**src/rtl/event_timer_min_scheduler_core_macros.svh**
```systemverilog
// Assertion macros for the event timer min scheduler core.
// Used by the core module; they expect clk_i and rst_ni in scope.
`ifndef EVENT_TIMER_MIN_SCHEDULER_CORE_MACROS_SVH
`define EVENT_TIMER_MIN_SCHEDULER_CORE_MACROS_SVH

// Checks a property on every clock edge outside reset.
`define ETMS_ASSERT(name, prop, msg) \
  name: assert property (@(posedge clk_i) disable iff (!rst_ni) prop) else $error(msg);

// Checks a property on every clock edge, reset included.
`define ETMS_ASSERT_ALWAYS(name, prop, msg) \
  name: assert property (@(posedge clk_i) prop) else $error(msg);

`endif

```
**src/rtl/etms_pkg.sv**
```systemverilog
// Package for the event timer min scheduler core.
// Holds request codes, state encoding and fixed field widths; no dependencies.
`default_nettype none

package etms_pkg;

  localparam int unsigned ReqWidth    = 3;
  localparam int unsigned IdxWidth    = 5;
  localparam int unsigned AmountWidth = 32;
  localparam int unsigned FreqWidth   = 8;
  localparam int unsigned RemWidth    = 64;
  localparam int unsigned InDataWidth  = 40;
  localparam int unsigned OutDataWidth = 72;
  localparam int unsigned TickShift    = 3;

  localparam logic [FreqWidth-1:0] FreqReset = 8'd25;

  typedef enum logic [ReqWidth-1:0] {
    REQ_ARM_CYCLES = 3'd0,
    REQ_ARM_TICKS  = 3'd1,
    REQ_ARM_US     = 3'd2,
    REQ_REMOVE     = 3'd3,
    REQ_ACK        = 3'd4,
    REQ_ADVANCE    = 3'd5,
    REQ_QUERY      = 3'd6
  } etms_req_e;

  typedef enum logic [3:0] {
    ST_IDLE   = 4'b0001,
    ST_EXEC   = 4'b0010,
    ST_SWEEP  = 4'b0100,
    ST_RESULT = 4'b1000
  } etms_state_e;

endpackage

`default_nettype wire

```
**src/rtl/event_timer_min_scheduler_core.sv**
```systemverilog
// Event timer min scheduler core: one-shot timer table with a deadline memory.
// Depends on etms_pkg and event_timer_min_scheduler_core_macros.svh.
//
// Channel   Direction  Transfer when             Contents
// s_axis    in         tvalid && tready          tuser req_type, tdata index/amount
// m_axis    out        tvalid && tready          status of the table after the item
// cfg       in         cfg_we_i                  cpu_freq_mhz
//
// Advance, query and requests naming the null entry go from execution straight
// to the result. Arm, remove and acknowledge first sweep the deadline memory,
// one entry per cycle through its single read and single write port. Reset
// clears the armed bits and the countdown; the deadline memory needs no
// clearing pass. One item is in work at a time; a new item is taken while the
// last result waits on m_axis.
`default_nettype none

module event_timer_min_scheduler_core #(
  parameter int unsigned NUM_EVENTS = 32,
  parameter int unsigned TIME_WIDTH = 64
) (
  input  wire logic                                  clk_i,
  input  wire logic                                  rst_ni,
  input  wire logic                                  cfg_we_i,
  input  wire logic [etms_pkg::FreqWidth-1:0]        cfg_wdata_i,
  input  wire logic                                  s_axis_tvalid,
  output logic                                       s_axis_tready,
  // Fields from bit 0: event_index[4:0], amount[36:5], zero padding[39:37].
  input  wire logic [etms_pkg::InDataWidth-1:0]      s_axis_tdata,
  // Fields from bit 0: req_type[2:0].
  input  wire logic [etms_pkg::ReqWidth-1:0]         s_axis_tuser,
  output logic                                       m_axis_tvalid,
  input  wire logic                                  m_axis_tready,
  // Fields from bit 0: active_event[4:0], remaining_cycles[68:5], fire[69],
  // event_armed[70], zero padding[71].
  output logic [etms_pkg::OutDataWidth-1:0]          m_axis_tdata
);

  import etms_pkg::*;

  localparam int unsigned IW = (NUM_EVENTS > 1) ? $clog2(NUM_EVENTS) : 1;
  localparam int unsigned TW = TIME_WIDTH;
  localparam int unsigned EW = TIME_WIDTH + 2;

  localparam logic [63:0] MaxT64 = (64'd1 << (TIME_WIDTH - 1)) - 64'd1;
  localparam logic signed [TW-1:0] MaxT = {1'b0, {(TW-1){1'b1}}};
  localparam logic signed [EW-1:0] MaxTExt = {3'b000, {(TW-1){1'b1}}};
  localparam logic signed [EW-1:0] MinTExt = {3'b111, {(TW-1){1'b0}}};

  function automatic logic signed [TW-1:0] sat_sub(input logic signed [EW-1:0] a,
                                                   input logic signed [EW-1:0] b);
    logic signed [EW-1:0] diff;
    diff = a - b;
    if (diff > MaxTExt) begin
      sat_sub = MaxT;
    end else if (diff < MinTExt) begin
      sat_sub = ~MaxT;
    end else begin
      sat_sub = TW'(diff);
    end
  endfunction

  etms_state_e state_q, state_d;

  logic [FreqWidth-1:0]   freq_q;
  logic [ReqWidth-1:0]    req_q;
  logic [IdxWidth-1:0]    idx_q;
  logic [AmountWidth-1:0] amount_q;

  logic [NUM_EVENTS-1:0]  armed_q, armed_d;
  logic [IW-1:0]          cur_q, cur_d;
  logic signed [TW-1:0]   pending_q, pending_d;
  logic signed [TW-1:0]   cur_dl_q, cur_dl_d;

  logic                   op_arm_q, op_arm_d;
  logic                   op_clr_q, op_clr_d;
  logic [IW-1:0]          tgt_q, tgt_d;
  logic signed [TW-1:0]   delay_q, delay_d;
  logic signed [TW-1:0]   elapsed_q, elapsed_d;

  logic [IW:0]            rd_cnt_q, rd_cnt_d;
  logic                   s1_v_q, s1_v_d;
  logic [IW-1:0]          s1_idx_q;
  logic                   s2_v_q, s2_v_d;
  logic [IW-1:0]          s2_idx_q;
  logic                   s2_a_q;
  logic signed [TW-1:0]   s2_d_q;
  logic signed [TW-1:0]   best_q, best_d;
  logic [IW-1:0]          pick_q, pick_d;

  logic signed [TW-1:0]   mem_q [NUM_EVENTS];
  logic signed [TW-1:0]   rd_data_q;
  logic                   mem_we;
  logic signed [TW-1:0]   d_new;
  logic                   a_new;
  logic signed [TW-1:0]   d_fold;

  logic                   m_valid_q, m_valid_d;
  logic [OutDataWidth-1:0] m_data_q, m_data_d;

  logic                   in_xfer;
  logic                   valid_idx;
  logic [39:0]            prod;
  logic [39:0]            raw_delay;
  logic                   issue;
  logic                   out_load;
  logic signed [TW-1:0]   rem;
  logic                   fire;
  logic                   armed_out;

  assign s_axis_tready = (state_q == ST_IDLE);
  assign in_xfer       = s_axis_tvalid && s_axis_tready;
  assign valid_idx     = (idx_q != '0) && (32'(idx_q) < NUM_EVENTS);
  assign prod          = 40'(amount_q) * 40'(freq_q);
  assign issue         = (state_q == ST_SWEEP) && (32'(rd_cnt_q) < NUM_EVENTS);

  always_comb begin
    case (req_q)
      REQ_ARM_TICKS: raw_delay = prod >> TickShift;
      REQ_ARM_US:    raw_delay = prod;
      default:       raw_delay = 40'(amount_q);
    endcase
    if (64'(raw_delay) > MaxT64) begin
      delay_d = MaxT;
    end else begin
      delay_d = TW'(raw_delay);
    end
  end

  always_comb begin
    d_fold = armed_q[s1_idx_q] ? sat_sub(EW'(rd_data_q), EW'(elapsed_q)) : rd_data_q;
    d_new  = d_fold;
    a_new  = armed_q[s1_idx_q];
    if (op_arm_q && (s1_idx_q == tgt_q)) begin
      d_new = delay_q;
      a_new = 1'b1;
    end else if (op_clr_q && (s1_idx_q == tgt_q)) begin
      a_new = 1'b0;
    end
    mem_we = s1_v_q;
  end

  assign rem       = (cur_q != '0) ? pending_q : MaxT;
  assign fire      = (cur_q != '0) && (pending_q[TW-1] || (pending_q == '0));
  assign armed_out = (req_q == REQ_QUERY) && valid_idx && armed_q[IW'(idx_q)];
  assign out_load  = (state_q == ST_RESULT) && (!m_valid_q || m_axis_tready);

  always_comb begin
    state_d   = state_q;
    armed_d   = armed_q;
    cur_d     = cur_q;
    pending_d = pending_q;
    cur_dl_d  = cur_dl_q;
    op_arm_d  = op_arm_q;
    op_clr_d  = op_clr_q;
    tgt_d     = tgt_q;
    elapsed_d = (cur_q != '0) ? sat_sub(EW'(cur_dl_q), EW'(pending_q)) : '0;
    rd_cnt_d  = rd_cnt_q;
    s1_v_d    = issue;
    s2_v_d    = s1_v_q;
    best_d    = best_q;
    pick_d    = pick_q;
    m_valid_d = m_valid_q;
    m_data_d  = m_data_q;

    if (s1_v_q) begin
      armed_d[s1_idx_q] = a_new;
    end
    if (s2_v_q && s2_a_q && (s2_idx_q != '0) && (s2_d_q < best_q)) begin
      best_d = s2_d_q;
      pick_d = s2_idx_q;
    end
    if (issue) begin
      rd_cnt_d = rd_cnt_q + 1'b1;
    end

    case (state_q)
      ST_IDLE: begin
        if (in_xfer) begin
          state_d = ST_EXEC;
        end
      end
      ST_EXEC: begin
        op_arm_d = 1'b0;
        op_clr_d = 1'b0;
        tgt_d    = IW'(idx_q);
        rd_cnt_d = '0;
        best_d   = MaxT;
        pick_d   = '0;
        state_d  = ST_RESULT;
        case (req_q)
          REQ_ARM_CYCLES, REQ_ARM_TICKS, REQ_ARM_US: begin
            if (valid_idx) begin
              op_arm_d = 1'b1;
              state_d  = ST_SWEEP;
            end
          end
          REQ_REMOVE: begin
            if (valid_idx) begin
              op_clr_d = 1'b1;
              state_d  = ST_SWEEP;
            end
          end
          REQ_ACK: begin
            op_clr_d = (cur_q != '0);
            tgt_d    = cur_q;
            state_d  = ST_SWEEP;
          end
          REQ_ADVANCE: begin
            if (cur_q != '0) begin
              pending_d = sat_sub(EW'(pending_q),
                                  $signed({{(EW-AmountWidth){1'b0}}, amount_q}));
            end
          end
          default: begin
          end
        endcase
      end
      ST_SWEEP: begin
        if (!issue && !s1_v_q && !s2_v_q) begin
          cur_d     = pick_q;
          pending_d = best_q;
          cur_dl_d  = best_q;
          state_d   = ST_RESULT;
        end
      end
      ST_RESULT: begin
        if (out_load) begin
          state_d = ST_IDLE;
        end
      end
      default: begin
        state_d = ST_IDLE;
      end
    endcase

    if (out_load) begin
      m_valid_d = 1'b1;
      m_data_d  = {1'b0, armed_out, fire, RemWidth'(rem), IdxWidth'(cur_q)};
    end else if (m_axis_tready) begin
      m_valid_d = 1'b0;
    end
  end

  always_ff @(posedge clk_i or negedge rst_ni) begin
    if (!rst_ni) begin
      state_q   <= ST_IDLE;
      freq_q    <= FreqReset;
      armed_q   <= '0;
      cur_q     <= '0;
      pending_q <= '0;
      cur_dl_q  <= MaxT;
      op_arm_q  <= 1'b0;
      op_clr_q  <= 1'b0;
      rd_cnt_q  <= '0;
      s1_v_q    <= 1'b0;
      s2_v_q    <= 1'b0;
      m_valid_q <= 1'b0;
    end else begin
      state_q   <= state_d;
      if (cfg_we_i) begin
        freq_q <= cfg_wdata_i;
      end
      armed_q   <= armed_d;
      cur_q     <= cur_d;
      pending_q <= pending_d;
      cur_dl_q  <= cur_dl_d;
      op_arm_q  <= op_arm_d;
      op_clr_q  <= op_clr_d;
      rd_cnt_q  <= rd_cnt_d;
      s1_v_q    <= s1_v_d;
      s2_v_q    <= s2_v_d;
      m_valid_q <= m_valid_d;
    end
  end

  always_ff @(posedge clk_i) begin
    if (in_xfer) begin
      req_q    <= s_axis_tuser;
      idx_q    <= s_axis_tdata[IdxWidth-1:0];
      amount_q <= s_axis_tdata[IdxWidth +: AmountWidth];
    end
    if (state_q == ST_EXEC) begin
      delay_q   <= delay_d;
      elapsed_q <= elapsed_d;
    end
    tgt_q    <= tgt_d;
    s1_idx_q <= rd_cnt_q[IW-1:0];
    s2_idx_q <= s1_idx_q;
    s2_a_q   <= a_new;
    s2_d_q   <= d_new;
    best_q   <= best_d;
    pick_q   <= pick_d;
    m_data_q <= m_data_d;
  end

  // The sweep reads entry i while entry i-1 is written back, so the read and
  // write ports never address the same entry in one cycle.
  always_ff @(posedge clk_i) begin
    rd_data_q <= mem_q[rd_cnt_q[IW-1:0]];
    if (mem_we) begin
      mem_q[s1_idx_q] <= d_new;
    end
  end

  assign m_axis_tvalid = m_valid_q;
  assign m_axis_tdata  = m_data_q;

`include "event_timer_min_scheduler_core_macros.svh"

  `ETMS_ASSERT(a_accept_pipe_empty, in_xfer |-> !s1_v_q && !s2_v_q, "item taken during sweep")
  `ETMS_ASSERT(a_cur_armed, (state_q == ST_IDLE) && (cur_q != '0) |-> armed_q[cur_q], "active entry not armed")
  `ETMS_ASSERT(a_fire_has_event, m_valid_q && m_data_q[RemWidth+IdxWidth] |-> m_data_q[IdxWidth-1:0] != '0, "fire without active entry")
  `ETMS_ASSERT(a_stage_order, s2_v_q |-> $past(s1_v_q), "second stage without first")
  `ETMS_ASSERT_ALWAYS(a_cnt_bound, 32'(rd_cnt_q) <= NUM_EVENTS, "sweep counter beyond table")

endmodule

`default_nettype wire
```
**config.mk**
```make
export PLATFORM = sky130hd
export DESIGN_NAME = event_timer_min_scheduler_core
export DESIGN_NICKNAME = d
export VERILOG_FILES = /design/src/rtl/etms_pkg.sv /design/src/rtl/event_timer_min_scheduler_core.sv
export VERILOG_INCLUDE_DIRS = /design/src /design/src/rtl
export SDC_FILE = /design/constraint.sdc
export NUM_CORES = 2
export LEC_CHECK = 0
export BUFFER_PORTS_ARGS = -buffer_cell sky130_fd_sc_hd__buf_2
export CORE_ASPECT_RATIO = 0.75
export CORE_MARGIN = 2
export CORE_UTILIZATION = 30
export CTS_CLUSTER_DIAMETER = 40
export DETAILED_ROUTE_END_ITERATION = 6
export GPL_TIMING_DRIVEN = 1
export SYNTH_ARGS = -nofsm -noshare
export SYNTH_HDL_FRONTEND = slang
export SYNTH_SLANG_ARGS = --single-unit
```
**constraint.sdc**
```tcl
create_clock -name clk_i -period 17.8 [get_ports clk_i]
set_input_delay 0.89 -clock clk_i [delete_from_list [all_inputs] [get_ports clk_i]]
set_output_delay 0.89 -clock clk_i [all_outputs]
set_load 0.02 [all_outputs]
```
* After elaboration in Yosys (flattened, before gate mapping)
Memory sizes are Yosys's and may differ from the RTL's. A register that Yosys moved wholly into a read port is not among the register bits. Cells that the tools add are included.
Storage, ports and cells: register bits 552, memory bits (writable) 2048, input bits 56, output and inout port bits 74, word-level logic and storage cells 133, memories kept 1
Cells by class: $add $sub $neg 4, multipliers 1, $lt $le $gt $ge 11, equality and inequality tests 16, mux-type cells 38, bitwise gates (word level) 1, reduce and logical (&&, ||, !) cells 34
Memory list:
- mem_q | words 32, bits a word 64, read ports 1, clocked after Yosys merged registers in 1, write ports 1, line event_timer_min_scheduler_core.sv:90 | logic signed [TW-1:0] mem_q [NUM_EVENTS];
Operators with widths (count):
- 64-bit two-way mux | 10
- 65-bit by 64-bit greater-than comparator with 1-bit output (second input constant) | 3
- 65-bit by 64-bit < comparator with 1-bit output (second input constant) | 3
- 64-bit by 64-bit subtractor with 65-bit output | 2
- 64-bit case mux with 2 select lines | 1
- 40-bit case mux with 2 select lines | 1
- 64-bit by 33-bit subtractor with 65-bit output | 1
- 64-bit logical NOT | 1
- 64-bit < comparator | 1
- 63-bit two-way mux | 1
- 32-bit by 8-bit multiplier with 40-bit output | 1
- 32-bit bitwise mux | 1
- 4-bit two-way mux | 4
- 4-bit case mux with 4 select lines | 1
- 5-bit nonzero test | 3
- 1-bit logical AND | 14
- 5-bit by 6-bit < comparator with 1-bit output (second input constant) | 2
- 6-bit two-way mux | 2
- 1-bit two-way mux | 11
- 1-bit binary-select mux with 5-bit select | 2
- 3-bit equality test (second input constant) | 3
- 4-bit case mux with 2 select lines | 1
- 6-bit by 1-bit adder with 6-bit output (second input constant) | 1
- 3-bit by 2-bit equality test with 1-bit output (second input constant) | 2
- other kinds (24) | 33

* Logic depth before layout (Yosys ltp)
word-level depth 7, gate-level depth with buffers 22, mapped depth without buffers 21

* Worst setup path after synthesis
Ideal clock, no wire load.
kind register -> register, from reg freq_q[3], to reg delay_q[30], data pin, library setup time 0.264 ns, arrival time 5.429 ns, required time 17.536 ns, setup slack 12.106 ns, cell stages (with the launch flop) 20, path buffers 1, period minus slack after synthesis 5.694 ns, cell sequence dfstp_2 > clkbuf_1 > and2_1 > fa_1 > fa_1 > fa_1 > inv_1 > fa_1 > inv_1 > ha_1 > a2111oi_0 > o21ai_0 > a21oi_1 > a311o_1 > nand2_1 > a41oi_1 > a21oi_1 > or4_1 > a21oi_1 > nor4_1
On the way: word-level cells in the longest chain between the ends 2
Ends and longest elaborated chain:
- start: declaration | line event_timer_min_scheduler_core.sv:64 | logic [FreqWidth-1:0] freq_q;
- start signal: assignment | line event_timer_min_scheduler_core.sv:247 | freq_q <= FreqReset;
- start signal: assignment | line event_timer_min_scheduler_core.sv:261 | freq_q <= cfg_wdata_i;
- 32-bit by 8-bit multiplier with 40-bit output | line event_timer_min_scheduler_core.sv:113 | assign prod = 40'(amount_q) * 40'(freq_q);
- 40-bit case mux with 2 select lines | line event_timer_min_scheduler_core.sv:117 | case (req_q)
- net raw_delay[30] | line event_timer_min_scheduler_core.sv:103 | logic [39:0] raw_delay;
- end signal: assignment | line event_timer_min_scheduler_core.sv:283 | delay_q <= delay_d;
- end: declaration | line event_timer_min_scheduler_core.sv:77 | logic signed [TW-1:0] delay_q, delay_d;
The timed path passes the listed nets, and every way through them passes these cells. A chain may end at the register's enable or synchronous reset.

* Worst setup path in the final report
from reg freq_q[2], to reg delay_q[30], data pin
The elaborated chain is that of the path after synthesis.

==> flow_summary.yaml <==
global_routing:
  antenna_found_initial: 14
  grt.total_usage: 0.168
  grt_pass1_wl_um: 504000
  grt-ovfl-total: 0
  grt_max_degree: 160
  grt_pass1_vias: 70036
clock_tree:
  cts_root_buffer: "clkbuf_16"
  numCtsBuffers: 292
  clockBufferDepth: 4
  clkTransAtPathRegs_ns: 0.06
  cts_max_level: 5
  cts_tree: "yes"
  clk_latency_ns: 0.88
  clkSinkCount: 2664
  postCtsSetupBuffers: 0
  ctsResizeCount: 0
  cts_hold_buf: 0
critical_path:
  critical_path.top_delay_family: "adder cells"
  reg2reg_depth: 18
  required_ns: 18.40
  r2r-start: "freq_q[2]"
  r2r_setup_slack_ns: 10.74
  worst-path-stages: 18
  path_cells: "and2_1, fa_1, fa_1, fa_1, inv_1, fa_1, inv_1, ha_1, a2111oi_0, o21ai_0, a21oi_1, a311o_1, nand2_1, a41oi_1, a21oi_1, or4_1, a21oi_1, nor4_1"
  crit_path_max_incr_delay_ns: 1.23
  cp_data_arrival_time_ns: 7.65
  end_kind: "flop"
  r2r-end: "delay_q[30]"
  startpoint: "freq_q[2]"
  endpoint: "delay_q[30]"
  path_buf_inv: 2
  startpoint_type: "flop"
  cpMaxStageDelayCell: "dfrtp_1"
  crit_path_frequent_cell: "fa_1"
  crit_path_max_fanout: 33
  worstSetupPathType: "reg2reg"
synthesis:
  ys_warn_count: 0
  ys.flop_type: "edfxtp_1"
  yosysMostFrequentCell: "edfxtp_1"
  netlist.area_leader.share: 0.564
  yosys_register_bits: 2664
  syn-num-nets: 8273
  synth-edff-count: 2268
  yosysSeqAreaShare: 0.638
  yosys.cell_types.count: 100
  synth_area_sq_mm: 0.121
  synthArstFlopShare: 0.0706
  synth_common_cells: "edfxtp_1 (2268), mux4_2 (658), nand2_1 (518)"
  yosysTopAreaCell: "edfxtp_1"
  synth_area_leaders: "edfxtp_1 (56%), mux4_2 (12%), dfxtp_1 (3.4%), fa_1 (3.0%), ha_1 (2.9%)"
  synth_cells: 7750
  avgSynthCellArea_sq_um: 15.6
route:
  wirelength_um: 352000
  vias_per_cell: 5.32
  postRouteAntennaNets: 0
  drcViolationCount: 0
  wl_per_cell_um: 26.0
  vias: 71870
  first_pass_iters: 6
  first_iter_violations: 8879
sta:
  fin_crit_sh: 0.396
  fin_crit_ns: 7.06
  skew_ns: 0.0611
  drv_slew: 0
  rsz0062_at_grt: "false"
  whs_ns: 0.0316
  relSlewSlack: 0.0443
  worstMarginPinSlew_ns: 1.43
  finalSetupTns_ns: 0
  final-setup-viol-count: 0
  max_freq_mhz: 142
  finalHoldViolations: 0
die:
  initial_core_util: 0.302
  num_io_pins: 130
  die_area_sq_mm: 0.408
  core_area_sq_mm: 0.400
  die_h_um: 553
  rows: 201
  dieWidth_um: 737
flow_run:
  drv_cap: 0
cells_and_area:
  stdcell_area_sq_mm: 0.138
  final_cell_count_no_fill: 13515
  drive_gt1_frac: 0.210
  fill_cells: 37868
  syn2layout_area_growth_pct: 14.4
  nets: 8428
place:
  dp_hpwl_um: 214000
  dp_cells: 12989
  gp_congestion: 0.965
  io_buffers: 125
  post_dp_cell_area_sq_mm: 0.128
power_and_ir_drop:
  powerDensity_mw_per_mm2: 158
  ir_drop_v: 0.000173
  p_leak_nw: 47.7
worst_hold_path:
  hold_path_class: "in2async"
status:
  status: "complete, no violations"
==> cell usage in the layout, fill, tap and decap left out, types with 72 or more instances in the layout <==
cell type  Yosys  final
a21o_1       127    127
a21oi_1      304    302
a31oi_1       72     72
and2_1       230    230
buf_2         27    124
buf_4          3    148
clkbuf_16      0    296
dfrtp_1      121    116
dfxtp_1      208    208
edfxtp_1    2268   2268
fa_1         183    183
ha_1         284    284
inv_1        443    442
mux2_2        88     87
mux4_2       658    658
nand2_1      518    515
nand4_1       80     80
nor2_1       329    274
nor3_1       124    123
o211ai_1      86     86
o21ai_0      302    302
xnor2_1      109    109
xor2_1        73     73
==> cell families after synthesis <==
kind of cell,count (synthesis),share of synthesized area
simple gates,1518,0.0598
compound gates,1298,0.0697
other cells,1,0.0000311
xor+xnor,182,0.0132
mux,754,0.132
fa+ha+maj,467,0.0598
flops,2664,0.638
buf+inv,866,0.0275
==> sequential cells by signal (all words and copies together) (netlist names), 32 cells and up <==
name          flops
amount_q         32
armed_q          32
best_q           64
cur_dl_q         64
delay_q          40
elapsed_q        64
m_axis_tdata     71
mem_q          2048
pending_q        64
rd_data_q        64
s2_d_q           64
==> routing by layer <==
metal | routed length (um) | GRT usage | share of wire | up-vias
li1 | - | - | - | 30229
met1 | 162000 | 0.261 | 0.46 | 37896
met2 | 150000 | 0.238 | 0.43 | 3290
met3 | 33100 | 0.0367 | 0.094 | 451
met4 | 6750 | 0.0330 | 0.019 | 4
met5 | 21 | 0 | 0.000060 | -
==> final cells by class <==
class	instances	area, sq um	share of cell area
Tap cell	5379	6730	0.0487
Sequential cell	2664	77100	0.558
Clock inverter	164	1970	0.0143
Clock buffer	358	7750	0.0561
Timing Repair Buffer	283	1940	0.0140
Antenna cell	3	7.51	0.0000543
Inverter	444	1670	0.0121
Multi-Input combinational cell	4220	41000	0.297
==> metrics by stage <==
step	util	worst slack (ns)	total power [mW]
floorplan	-	12.11	13.3
global placement	0.321	10.87	15.6
detailed placement	0.321	10.82	15.7
CTS	0.345	10.78	22.0
global route	0.345	10.28	23.0
finish	0.345	10.74	21.9
==> worst min path at each step <==
stage / to / slack [ns] / cells after the start
after floorplan: s2_idx_q[2] / 0.33 / 0
after global routing: pending_q[4] / 0.03 / 1
after global placement: pick_q[3] / 0.45 / 2
after detailed placement: pick_q[0] / 0.45 / 2
after CTS: pending_q[26] / 0.008 / 1
final: pending_q[3] / 0.03 / 1
==> where the power goes <==
| group | switching (mW) | internal [mW] | leakage, nW | total, mW |
|---|---|---|---|---|
| Clock | 2.59 | 3.59 | 4.69 | 6.18 |
| Combinational | 4.62 | 2.57 | 18.5 | 7.19 |
| Sequential | 0.336 | 8.18 | 24.5 | 8.52 |
| Total | 7.54 | 14.3 | 47.7 | 21.9 |
No activity file was read; power rests on OpenSTA's default activity.
